`config.mk`:
```
export PLATFORM = sky130hd
export DESIGN_NAME = adc_average_and_jump_alarm
export DESIGN_NICKNAME = d
export VERILOG_FILES = /design/src/rtl/adcavg_pkg.sv /design/src/rtl/adcavg_window.sv /design/src/rtl/adcavg_div.sv /design/src/rtl/adc_average_and_jump_alarm.sv
export SDC_FILE = /design/constraint.sdc
export NUM_CORES = 1
export LEC_CHECK = 0
export BUFFER_PORTS_ARGS = -buffer_cell sky130_fd_sc_hd__buf_2
export CORE_AREA = 5 5 131 133
export CTS_CLUSTER_DIAMETER = 80
export DETAILED_ROUTE_END_ITERATION = 16
export DIE_AREA = 0 0 136 138
export GPL_TIMING_DRIVEN = 0
export PLACE_DENSITY = 0.9
export REMOVE_ABC_BUFFERS = 1
export SKIP_LAST_GASP = 1
export SYNTH_ARGS = -nofsm -noshare
export SYNTH_HDL_FRONTEND = slang
export SYNTH_SLANG_ARGS = --single-unit
export TNS_END_PERCENT = 1
```
`constraint.sdc`:
```
create_clock -name i_clk -period 5.2 [get_ports i_clk]
set_clock_uncertainty 0.15 [all_clocks]
set_input_delay 0.26 -clock i_clk [delete_from_list [all_inputs] [get_ports i_clk]]
set_output_delay 0.26 -clock i_clk [all_outputs]
set_load 0.01 [all_outputs]
```
`src/rtl/adcavg_pkg.sv`:
```
package adcavg_pkg;

    // Sample width of both ADC channels and of the limit registers.
    localparam int SAMPLE_W = 12;

    // Depth of the averaging window on the second channel.
    localparam int WINDOW = 4;

    // The running sum holds up to WINDOW full-scale samples.
    localparam int SUM_W = SAMPLE_W + $clog2(WINDOW);

    // Ring write pointer and fill count (the count reaches WINDOW itself).
    localparam int SLOT_W = (WINDOW > 1) ? $clog2(WINDOW) : 1;
    localparam int CNT_W = $clog2(WINDOW + 1);

    localparam logic [SLOT_W-1:0] LAST_SLOT = SLOT_W'(WINDOW - 1);
    localparam logic [CNT_W-1:0] WIN_CNT = CNT_W'(WINDOW);

    // Divider iteration counter, one quotient bit per cycle.
    localparam int DCNT_W = $clog2(SUM_W + 1);
    localparam logic [DCNT_W-1:0] DIV_STEPS = DCNT_W'(SUM_W);

    // Configuration register indexes.
    localparam int CFG_IDX_W = 2;
    localparam logic [CFG_IDX_W-1:0] REG_LOW_LIMIT = 2'd0;
    localparam logic [CFG_IDX_W-1:0] REG_JUMP_LIMIT = 2'd1;

    // Reset values of the limit registers.
    localparam logic [SAMPLE_W-1:0] LOW_LIMIT_RST = 12'd100;
    localparam logic [SAMPLE_W-1:0] JUMP_LIMIT_RST = 12'd50;

    // Operands handed from the sequencer to the divider.
    typedef struct packed {
        logic             start;
        logic [SUM_W-1:0] dividend;
        logic [CNT_W-1:0] divisor;
    } t_div_req;

endpackage

```
`src/rtl/adcavg_window.sv`:
```
module adcavg_window
    import adcavg_pkg::*;
(
    input  logic                i_clk,
    input  logic                i_rst_n,
    input  logic                i_update,
    input  logic [SAMPLE_W-1:0] i_sample,
    output logic [SUM_W-1:0]    o_sum,
    output logic [CNT_W-1:0]    o_fill
);

    logic [SAMPLE_W-1:0] r_ring [WINDOW];
    logic [SUM_W-1:0]    r_sum;
    logic [SUM_W-1:0]    n_sum;
    logic [SLOT_W-1:0]   r_slot;
    logic [SLOT_W-1:0]   n_slot;
    logic [CNT_W-1:0]    r_fill;
    logic [CNT_W-1:0]    n_fill;
    logic                full;
    logic [SAMPLE_W-1:0] oldest;

    // Until the window has filled, the slot being written was never written
    // and counts as zero, so the ring itself needs no reset.
    assign full   = (r_fill == WIN_CNT);
    assign oldest = full ? r_ring[r_slot] : '0;

    // Drop the oldest sample from the sum and add the new one.
    always_comb begin
        n_sum  = r_sum - SUM_W'(oldest) + SUM_W'(i_sample);
        n_slot = (r_slot == LAST_SLOT) ? '0 : r_slot + 1'b1;
        n_fill = full ? r_fill : r_fill + 1'b1;
    end

    always_ff @(posedge i_clk) begin
        if (!i_rst_n) begin
            r_sum  <= '0;
            r_slot <= '0;
            r_fill <= '0;
        end else if (i_update) begin
            r_sum  <= n_sum;
            r_slot <= n_slot;
            r_fill <= n_fill;
        end
    end

    // Sample ring.
    always_ff @(posedge i_clk) begin
        if (i_update) begin
            r_ring[r_slot] <= i_sample;
        end
    end

    assign o_sum  = r_sum;
    assign o_fill = r_fill;

    a_fill_bound: assert property (@(posedge i_clk) disable iff (!i_rst_n)
        r_fill <= WIN_CNT)
        else $error("window fill count beyond window depth");

    a_slot_tracks_fill: assert property (@(posedge i_clk) disable iff (!i_rst_n)
        (r_fill != WIN_CNT) |-> (r_slot == r_fill[SLOT_W-1:0]))
        else $error("write slot out of step with fill count during warm-up");

endmodule

```
`src/rtl/adcavg_div.sv`:
```
module adcavg_div
    import adcavg_pkg::*;
(
    input  logic             i_clk,
    input  logic             i_rst_n,
    input  t_div_req         i_req,
    output logic             o_busy,
    output logic [SUM_W-1:0] o_quotient
);

    logic [DCNT_W-1:0] r_cnt;
    logic [SUM_W-1:0]  r_quo;
    logic [CNT_W-1:0]  r_rem;
    logic [CNT_W-1:0]  r_divisor;
    logic [CNT_W:0]    rem_shift;
    logic              fits;
    logic [CNT_W:0]    rem_sub;

    // One restoring step: bring down the next dividend bit and try a subtract.
    always_comb begin
        rem_shift = {r_rem, r_quo[SUM_W-1]};
        rem_sub   = rem_shift - {1'b0, r_divisor};
        fits      = (rem_shift >= {1'b0, r_divisor});
    end

    always_ff @(posedge i_clk) begin
        if (!i_rst_n) begin
            r_cnt <= '0;
        end else if (i_req.start) begin
            r_cnt <= DIV_STEPS;
        end else if (r_cnt != '0) begin
            r_cnt <= r_cnt - 1'b1;
        end
    end

    // The quotient register starts as the dividend and shifts quotient bits in.
    always_ff @(posedge i_clk) begin
        if (i_req.start) begin
            r_quo     <= i_req.dividend;
            r_rem     <= '0;
            r_divisor <= i_req.divisor;
        end else if (r_cnt != '0) begin
            r_quo <= {r_quo[SUM_W-2:0], fits};
            r_rem <= fits ? rem_sub[CNT_W-1:0] : rem_shift[CNT_W-1:0];
        end
    end

    assign o_busy     = (r_cnt != '0);
    assign o_quotient = r_quo;

    a_divisor_nonzero: assert property (@(posedge i_clk) disable iff (!i_rst_n)
        o_busy |-> (r_divisor != '0))
        else $error("divide running with a zero divisor");

    a_start_idle: assert property (@(posedge i_clk) disable iff (!i_rst_n)
        i_req.start |-> !o_busy)
        else $error("divider restarted while busy");

endmodule

```
`src/rtl/adc_average_and_jump_alarm.sv`:
```
// Channel  Handshake                  Payload
// input    i_valid / o_ready          i_ch0_sample, i_ch1_sample
// output   o_valid / i_ready          o_ch0_value, o_ch1_mean, o_fault
// config   i_cfg_valid / o_cfg_ready  i_cfg_index, i_cfg_data
//
// A new request is taken only once the previous one has left the restoring
// divider, which works out one quotient bit per cycle.
// A finished result sits in the output register, and the next request is taken
// while it waits; only a second finished result stalls behind it.
// Reset is synchronous and active low; it clears the window, the previous-sample
// flag and the limits to 100 and 50. Configuration writes are taken every cycle.
module adc_average_and_jump_alarm
    import adcavg_pkg::*;
(
    input  logic                 i_clk,
    input  logic                 i_rst_n,
    input  logic                 i_valid,
    output logic                 o_ready,
    input  logic [SAMPLE_W-1:0]  i_ch0_sample,
    input  logic [SAMPLE_W-1:0]  i_ch1_sample,
    output logic                 o_valid,
    input  logic                 i_ready,
    output logic [SAMPLE_W-1:0]  o_ch0_value,
    output logic [SAMPLE_W-1:0]  o_ch1_mean,
    output logic                 o_fault,
    input  logic                 i_cfg_valid,
    output logic                 o_cfg_ready,
    input  logic [CFG_IDX_W-1:0] i_cfg_index,
    input  logic [SAMPLE_W-1:0]  i_cfg_data
);

    typedef enum logic [4:0] {
        S_IDLE   = 5'b00001,
        S_UPDATE = 5'b00010,
        S_LOAD   = 5'b00100,
        S_DIVIDE = 5'b01000,
        S_DONE   = 5'b10000
    } t_state;

    t_state              r_state;
    t_state              n_state;
    logic [SAMPLE_W-1:0] r_low_limit;
    logic [SAMPLE_W-1:0] r_jump_limit;
    logic [SAMPLE_W-1:0] r_ch0;
    logic [SAMPLE_W-1:0] r_ch1;
    logic [SAMPLE_W-1:0] r_prev_ch0;
    logic                r_have_prev;
    logic                r_fault;
    logic                r_out_valid;
    logic [SAMPLE_W-1:0] r_out_ch0;
    logic [SAMPLE_W-1:0] r_out_mean;
    logic                r_out_fault;
    logic                in_take;
    logic                out_free;
    logic                out_load;
    logic [SAMPLE_W-1:0] ref_ch0;
    logic [SAMPLE_W-1:0] jump;
    logic                n_fault;
    logic [SUM_W-1:0]    win_sum;
    logic [CNT_W-1:0]    win_fill;
    t_div_req            div_req;
    logic                div_busy;
    logic [SUM_W-1:0]    div_quo;

    assign o_ready     = (r_state == S_IDLE);
    assign o_cfg_ready = 1'b1;
    assign in_take     = i_valid && o_ready;
    assign out_free    = !r_out_valid || i_ready;
    assign out_load    = (r_state == S_DONE) && out_free;

    // Limit registers; unknown indexes are dropped.
    always_ff @(posedge i_clk) begin
        if (!i_rst_n) begin
            r_low_limit  <= LOW_LIMIT_RST;
            r_jump_limit <= JUMP_LIMIT_RST;
        end else if (i_cfg_valid) begin
            unique case (i_cfg_index)
                REG_LOW_LIMIT:  r_low_limit  <= i_cfg_data;
                REG_JUMP_LIMIT: r_jump_limit <= i_cfg_data;
                default: ;
            endcase
        end
    end

    // Sequencer.
    always_comb begin
        n_state = r_state;
        unique case (r_state)
            S_IDLE:   if (i_valid) n_state = S_UPDATE;
            S_UPDATE: n_state = S_LOAD;
            S_LOAD:   n_state = S_DIVIDE;
            S_DIVIDE: if (!div_busy) n_state = S_DONE;
            S_DONE:   if (out_free) n_state = S_IDLE;
            default:  n_state = S_IDLE;
        endcase
    end

    always_ff @(posedge i_clk) begin
        if (!i_rst_n) begin
            r_state <= S_IDLE;
        end else begin
            r_state <= n_state;
        end
    end

    // Hold the request's samples while it is worked on.
    always_ff @(posedge i_clk) begin
        if (in_take) begin
            r_ch0 <= i_ch0_sample;
            r_ch1 <= i_ch1_sample;
        end
    end

    // Alarm check; the first sample after reset is compared with itself.
    always_comb begin
        ref_ch0 = r_have_prev ? r_prev_ch0 : r_ch0;
        jump    = (ref_ch0 > r_ch0) ? ref_ch0 - r_ch0 : r_ch0 - ref_ch0;
        n_fault = (r_ch0 < r_low_limit) || (jump > r_jump_limit);
    end

    always_ff @(posedge i_clk) begin
        if (!i_rst_n) begin
            r_have_prev <= 1'b0;
        end else if (r_state == S_UPDATE) begin
            r_have_prev <= 1'b1;
        end
    end

    always_ff @(posedge i_clk) begin
        if (r_state == S_UPDATE) begin
            r_prev_ch0 <= r_ch0;
            r_fault    <= n_fault;
        end
    end

    adcavg_window u_window (
        .i_clk    (i_clk),
        .i_rst_n  (i_rst_n),
        .i_update (r_state == S_UPDATE),
        .i_sample (r_ch1),
        .o_sum    (win_sum),
        .o_fill   (win_fill)
    );

    // The divider picks up the updated sum and count in the cycle after the update.
    always_comb begin
        div_req.start    = (r_state == S_LOAD);
        div_req.dividend = win_sum;
        div_req.divisor  = win_fill;
    end

    adcavg_div u_div (
        .i_clk      (i_clk),
        .i_rst_n    (i_rst_n),
        .i_req      (div_req),
        .o_busy     (div_busy),
        .o_quotient (div_quo)
    );

    // Output register.
    always_ff @(posedge i_clk) begin
        if (!i_rst_n) begin
            r_out_valid <= 1'b0;
        end else if (out_load) begin
            r_out_valid <= 1'b1;
        end else if (i_ready) begin
            r_out_valid <= 1'b0;
        end
    end

    always_ff @(posedge i_clk) begin
        if (out_load) begin
            r_out_ch0   <= r_ch0;
            r_out_mean  <= div_quo[SAMPLE_W-1:0];
            r_out_fault <= r_fault;
        end
    end

    assign o_valid     = r_out_valid;
    assign o_ch0_value = r_out_ch0;
    assign o_ch1_mean  = r_out_mean;
    assign o_fault     = r_out_fault;

    a_out_from_done: assert property (@(posedge i_clk) disable iff (!i_rst_n)
        $rose(o_valid) |-> ($past(r_state) == S_DONE))
        else $error("result raised without a finished divide");

    a_div_finishes: assert property (@(posedge i_clk) disable iff (!i_rst_n)
        (r_state == S_DIVIDE) && !div_busy |=> (r_state == S_DONE))
        else $error("sequencer missed the end of the divide");

endmodule
```
Word-level counts from Yosys, hierarchy flattened
Memories as Yosys holds them, arrays and structs flattened. A register that Yosys moved wholly into a read port is not among the register bits.
Index checks and enable logic that the tools add are counted.
{"block": "word_totals", "regBits": 136, "latchBits": 0, "mem_bits_rw": 48, "romBits": 0, "in_bits": 43, "out_inout_bits": 28, "n_memories": 1}
{"block": "op_classes", "n_addsub": 8, "mul": 0, "div": 0, "magnitude_cmp": 4, "eq_ne": 11, "shift": 0, "muxes": 19, "bitwise": 2, "reduce_logical": 14}
{"name": "u_window.r_ring", "words": 4, "width": 12, "rd": 1, "rd_clocked_by_memory_dff": 1, "write_ports": 1, "line": "adcavg_window.sv:12", "source": "logic [SAMPLE_W-1:0] r_ring [WINDOW];"}
{"op": "$mux 12", "count": 3}
{"op": "$mux 14", "count": 2}
{"op": "$pmux 5 s5", "count": 1}
{"op": "$gt 12x12->1", "count": 2}
{"op": "$sub 12x12->12", "count": 2}
{"op": "$mux 5", "count": 3}
{"op": "$add 14x12->14", "count": 1}
{"op": "$sub 14x12->14", "count": 1}
{"op": "$lt 12x12->1", "count": 1}
{"op": "$mux 4", "count": 2}
{"op": "$mux 2", "count": 3}
{"op": "$ne 2x2->1 const B", "count": 3}
{"op": "$reduce_and 2->1", "count": 3}
{"op": "$eq 5x1->1 const B", "count": 1}
{"op": "$eq 5x2->1 const B", "count": 1}
{"op": "$eq 5x3->1 const B", "count": 1}
{"op": "$eq 5x4->1 const B", "count": 1}
{"op": "$eq 5x5->1 const B", "count": 1}
{"op": "$ge 4x3->1", "count": 1}
{"op": "$mux 1", "count": 4}
{"op": "$reduce_bool 2->1", "count": 2}
{"op": "$reduce_bool 4->1", "count": 1}
{"op": "$sub 4x1->4 const B", "count": 1}
{"op": "$add 3x1->3 const B", "count": 1}
{"op": "other kinds (13)", "count": 16}

Depth between registers and ports, before layout
{"block": "logic_depth", "word_depth": 5, "depth_mapped": 21}

Cells and area by module
A second synthesis with hierarchy kept.
{"block": "hier_totals", "hier_cells": 836, "area_unflattened_um2": 9739.3}
{"mod": "adc_average_and_jump_alarm", "instances": 1, "cells_each": 454, "area_per_inst_um2": 4887.2, "seq_area_each_um2": 2482.4}
{"mod": "adcavg_window", "instances": 1, "cells_each": 303, "area_per_inst_um2": 3723.6, "seq_area_each_um2": 1861.8}
{"mod": "adcavg_div", "instances": 1, "cells_each": 79, "area_per_inst_um2": 1128.6, "seq_area_each_um2": 650.6}

Worst setup path before layout
Ideal clock, no wire load.
{"block": "synth_path", "kind": "register to register", "from": "register r_have_prev", "to": "register r_fault, data pin", "setup_ns": 0.259, "arrival_time_ns": 3.586, "required_time_ns": 4.791, "path_slack_ns": 1.206, "path_stages_with_launch": 19, "synth_period_minus_slack_ns": 3.994, "path_cell_list": "dfxtp_1 -> clkbuf_1 -> clkbuf_1 -> o21a_1 -> ha_1 -> inv_1 -> fa_1 -> a211oi_2 -> o21ai_2 -> a31oi_4 -> o31ai_2 -> mux2_1 -> xor2_1 -> ha_1 -> a21o_1 -> a21o_1 -> a21oi_1 -> o211a_1 -> o21ai_1"}
{"block": "synth_between", "elab_chain_len": 5, "word_cells_on_any_way": 7, "classes_between": "add/sub: 2; order compare: 2; mux: 2; reduce/logical: 1"}
{"item": "start: declaration", "line": "adc_average_and_jump_alarm.sv:47", "source": "logic r_have_prev;"}
{"item": "start signal: assignment", "line": "adc_average_and_jump_alarm.sv:123", "source": "r_have_prev <= 1'b0;"}
{"item": "start signal: assignment", "line": "adc_average_and_jump_alarm.sv:125", "source": "r_have_prev <= 1'b1;"}
{"item": "$mux 12 (*)", "line": "adc_average_and_jump_alarm.sv:116", "source": "ref_ch0 = r_have_prev ? r_prev_ch0 : r_ch0;"}
{"item": "$sub 12x12->12 / $gt 12x12->1 (equally long branches)", "line": "adc_average_and_jump_alarm.sv:117", "source": "jump = (ref_ch0 > r_ch0) ? ref_ch0 - r_ch0 : r_ch0 - ref_ch0;"}
{"item": "$mux 12 (*)", "line": "adc_average_and_jump_alarm.sv:117"}
{"item": "$gt 12x12->1 (*)", "line": "adc_average_and_jump_alarm.sv:118", "source": "n_fault = (r_ch0 < r_low_limit) || (jump > r_jump_limit);"}
{"item": "$logic_or 1x1->1 (*)", "line": "adc_average_and_jump_alarm.sv:118"}
{"item": "via n_fault", "line": "adc_average_and_jump_alarm.sv:58", "source": "logic n_fault;"}
{"item": "end signal: assignment", "line": "adc_average_and_jump_alarm.sv:132", "source": "r_fault <= n_fault;"}
{"item": "end: declaration", "line": "adc_average_and_jump_alarm.sv:48", "source": "logic r_fault;"}
Mark *: on every way through the listed nets, which the timed path passes. The rest lies on a longest branch.
A chain may end at the register's enable or synchronous reset.

Worst setup path in the final report
Same ends and word-level chain as after synthesis.

==> metrics.txt <==
status=complete, no violations; MaxCap Viol Count=0; RSZ-0062 raised after global routing=false; IO Pins=~70; Async S/R FF share, synth=0%; Detailed Route Iter0 Violations=about 500; P&R area growth vs syn=15.98%; sequential-to-total area share from yosys stat=a little over half; power per cell area=between 300 and 400 mW/mm^2; RD Place Congestion=~0.9; placed cell count=1123; post-placement setup slack=roughly 0.18 ns; Final Max Slew Viols=0; worst slew pin tran=between 1 and 1.5 ns; critical path depth in cells=15; WL final=approximately 19 mm; Synth cell types=between 60 and 70; Pre-Repair DR Iteration Count=7; FF-to-FF Start=r_have_prev; Post-Syn Area=roughly 0.0095 sq mm; FF-to-FF End=r_fault; achievable frequency=between 0.2 and 0.25 GHz; Synth warnings=0; Clock Latency Late Sink=0.44 ns; grt ovf=0; GRT Total Usage=around a fifth; Synth Register Bits=186; Port Buffers=69; CTS tree=yes; vias per cell=roughly 5.5; Critical Path Fanout Max=25; final net count=1091; crit path DAT=roughly 4.8 ns; Worst path max stage delay=about 0.86 ns; number of global-route vias before repair=6404; Synth top area share=~40%; Post-synth EDFFs=roughly 130; clk root buf=clkbuf_16; die span in y=roughly 140 um; reg2reg path depth=15; Critical Path Slowest Stage Cell=dfxtp_1; reg2reg setup slack=0.46 ns; post-route minimum period=approximately 4.7 ns; Final Non-Filler Cells=~1200; clock sink count=between 150 and 200; Final WS setup=between 0.4 and 0.5 ns; Top FF cell, synth=edfxtp_1; ANT cells=0; DP HPWL=approximately 13 mm; via count=6573; Design Area, Final=between 0.01 and 0.015 sq mm; first-pass GRT wire length=31.53 mm; Rows=46; CP startpoint kind=flip-flop; CP bufs+invs=1; cell count after synthesis=between 800 and 900; Fin. Hold Viols=0; filler cell count=around 1100; pin count of the biggest net entering global routing=42; Final setup viols=0; Relative slew margins=between 10 and 15%; Die Area=between 0.015 and 0.02 sq mm; Hold Path End=r_low_limit[6]; crit path kind=flip-flop to flip-flop; Worst Setup SP=r_have_prev; synthesized area per cell=around 11 sq um; ranking of synthesized cells by area=edfxtp_1 40%, dfxtp_1 12%, ha_1 9.1%; htree depth=4; Leak Pwr=between 4 and 5 nW; hold wc startpoint=i_rst_n; Clock transition at path regs=about 0.070 ns; commonest non-fill, non-tap cells in the layout=127 x edfxtp_1, 115 x nand2_1, 114 x inv_1, 69 x ha_1, 69 x buf_2; clock tree buffer depth=2; drt wl/cell=16.11 um; CTS Buf Count=17; CORE AREA=about 0.016 sq mm; share of cells above drive strength 1=between 10% and 20%; Post-CTS Setup Bufs=0; DP Area=between 0.01 and 0.015 sq mm; crit end category=flip-flop; Data required, critical path=approximately 5.2 ns; Starting Density=between 60% and 70%; crit path cell chain=o21a_1 -> inv_1 -> ha_1 -> a211oi_2 -> o21ai_2 -> a31oi_4 -> o31ai_4 -> mux2_1 -> xor2_1 -> ha_1 -> a21o_1 -> a21o_1 -> a21oi_1 -> o211a_1 -> o21ai_1; initial antenna violation count=0; antenna-violating nets left=0; Top delay family on crit path=compound AO/OA/AOI/OAI gates; crit share post-route=about nine tenths; most common cell after layout, fill and taps aside=edfxtp_1; Hold Path Depth=2; Max VDD drop=roughly 0.32 mV; DRC Markers=0; leading area contributor after synthesis=edfxtp_1; type of the worst min-delay path=input pin to flip-flop; Total Neg Setup Slack=0 ns; die width=between 100 and 150 um
-- metal layers --
layer	up-vias	part of all wire, %	track usage (%)
met5	-	0	0
met4	0	1.8	7.745
met3	24	5.9	3.846
met2	206	48	33.77
met1	3110	45	29.14
li1	3233	-	-
-- worst reg2reg max path: cells and delay by family (launching register included) --
kind | cells | cell delay [ns]
flip-flops | 1 | 0.86
buffers and inverters | 1 | 0.05
multiplexers | 1 | 0.40
AO/OA/AOI/OAI | 10 | 2.14
adder cells (fa/ha/maj) | 2 | 0.76
XOR/XNOR | 1 | 0.15
-- stage by stage --
stage | util (%) | power (mW) | hold slack (ns)
finish | 70.32 | 3.596 | 0.08880
global route | 70.32 | 3.762 | 0.1006
CTS | 70.27 | 3.609 | 0.07341
detailed placement | 63.96 | 2.268 | 0.2880
global placement | 63.64 | 2.235 | 0.2773
floorplan | - | 2.125 | 0.1900
-- area by class of cell --
class | count | area (sq um) | share of cell area [%]
well taps | 216 | 270.3 | 2.446
repair buffers | 109 | 768.2 | 6.953
flip-flops and latches | 186 | 4995 | 45.20
clock inverters | 13 | 181.4 | 1.642
multi-input cells | 534 | 3970 | 35.93
clock buffers | 18 | 429.2 | 3.884
inverters | 116 | 435.4 | 3.941
-- synthesized netlist by cell type (all sizes together), types with 15 or more instances --
cell / number
edfxtp: 127
ha: 69
fa: 15
inv: 115
nor2: 28
clkbuf: 19
a21oi: 64
o211ai: 15
nor2b: 17
dfxtp: 59
o21ai: 40
nand2: 115
-- repair_timing --
| item | in CTS | in global routing |
|---|---|---|
| endpoints found under the hold margin | 51 | 0 |
| gates resized for setup | 0 | 1 |
| hold buffers | 38 | 0 |
| endpoints found under the setup margin | 0 | 1 |
-- cell families (layout without fill, tap and decap cells) --
logic type,Yosys count,in the layout,synth area share (%)
compound gates,184,184,12.23
xor+xnor,17,17,1.563
fa+ha+maj,84,84,12.21
buf+inv,147,256,6.068
flops,186,186,52.43
mux,25,25,4.242
other cells,1,1,0.03936
simple gates,223,223,11.22
-- report_power, final --
group	internal [mW]	leakage (nW)	total (mW)	switching (mW)
Sequential	1.63	1.64	1.67	0.0401
Clock	0.732	0.299	1.32	0.591
Combinational	0.268	2.46	0.605	0.337
-- state kept, by name, indices dropped and copies added, names as in the netlist, 12 cells and up, named ones only --
signal,flops
r_jump_limit,12
o_ch1_mean,12
o_ch0_value,12
r_low_limit,12
r_ch0,12
r_ch1,12
u_window.o_sum,14
u_div.o_quotient,14
u_window.r_ring,48
r_prev_ch0,12
-- worst max-delay path by stage --
stage / endpoint / slack [ns]
detailed placement: r_fault / 0.18
finish: r_fault / 0.46
CTS: r_fault / 0.12
floorplan: r_fault / 0.78
global placement: r_fault / 0.21
global route: r_fault / 0.1
No activity file was read; power rests on OpenSTA's default activity.
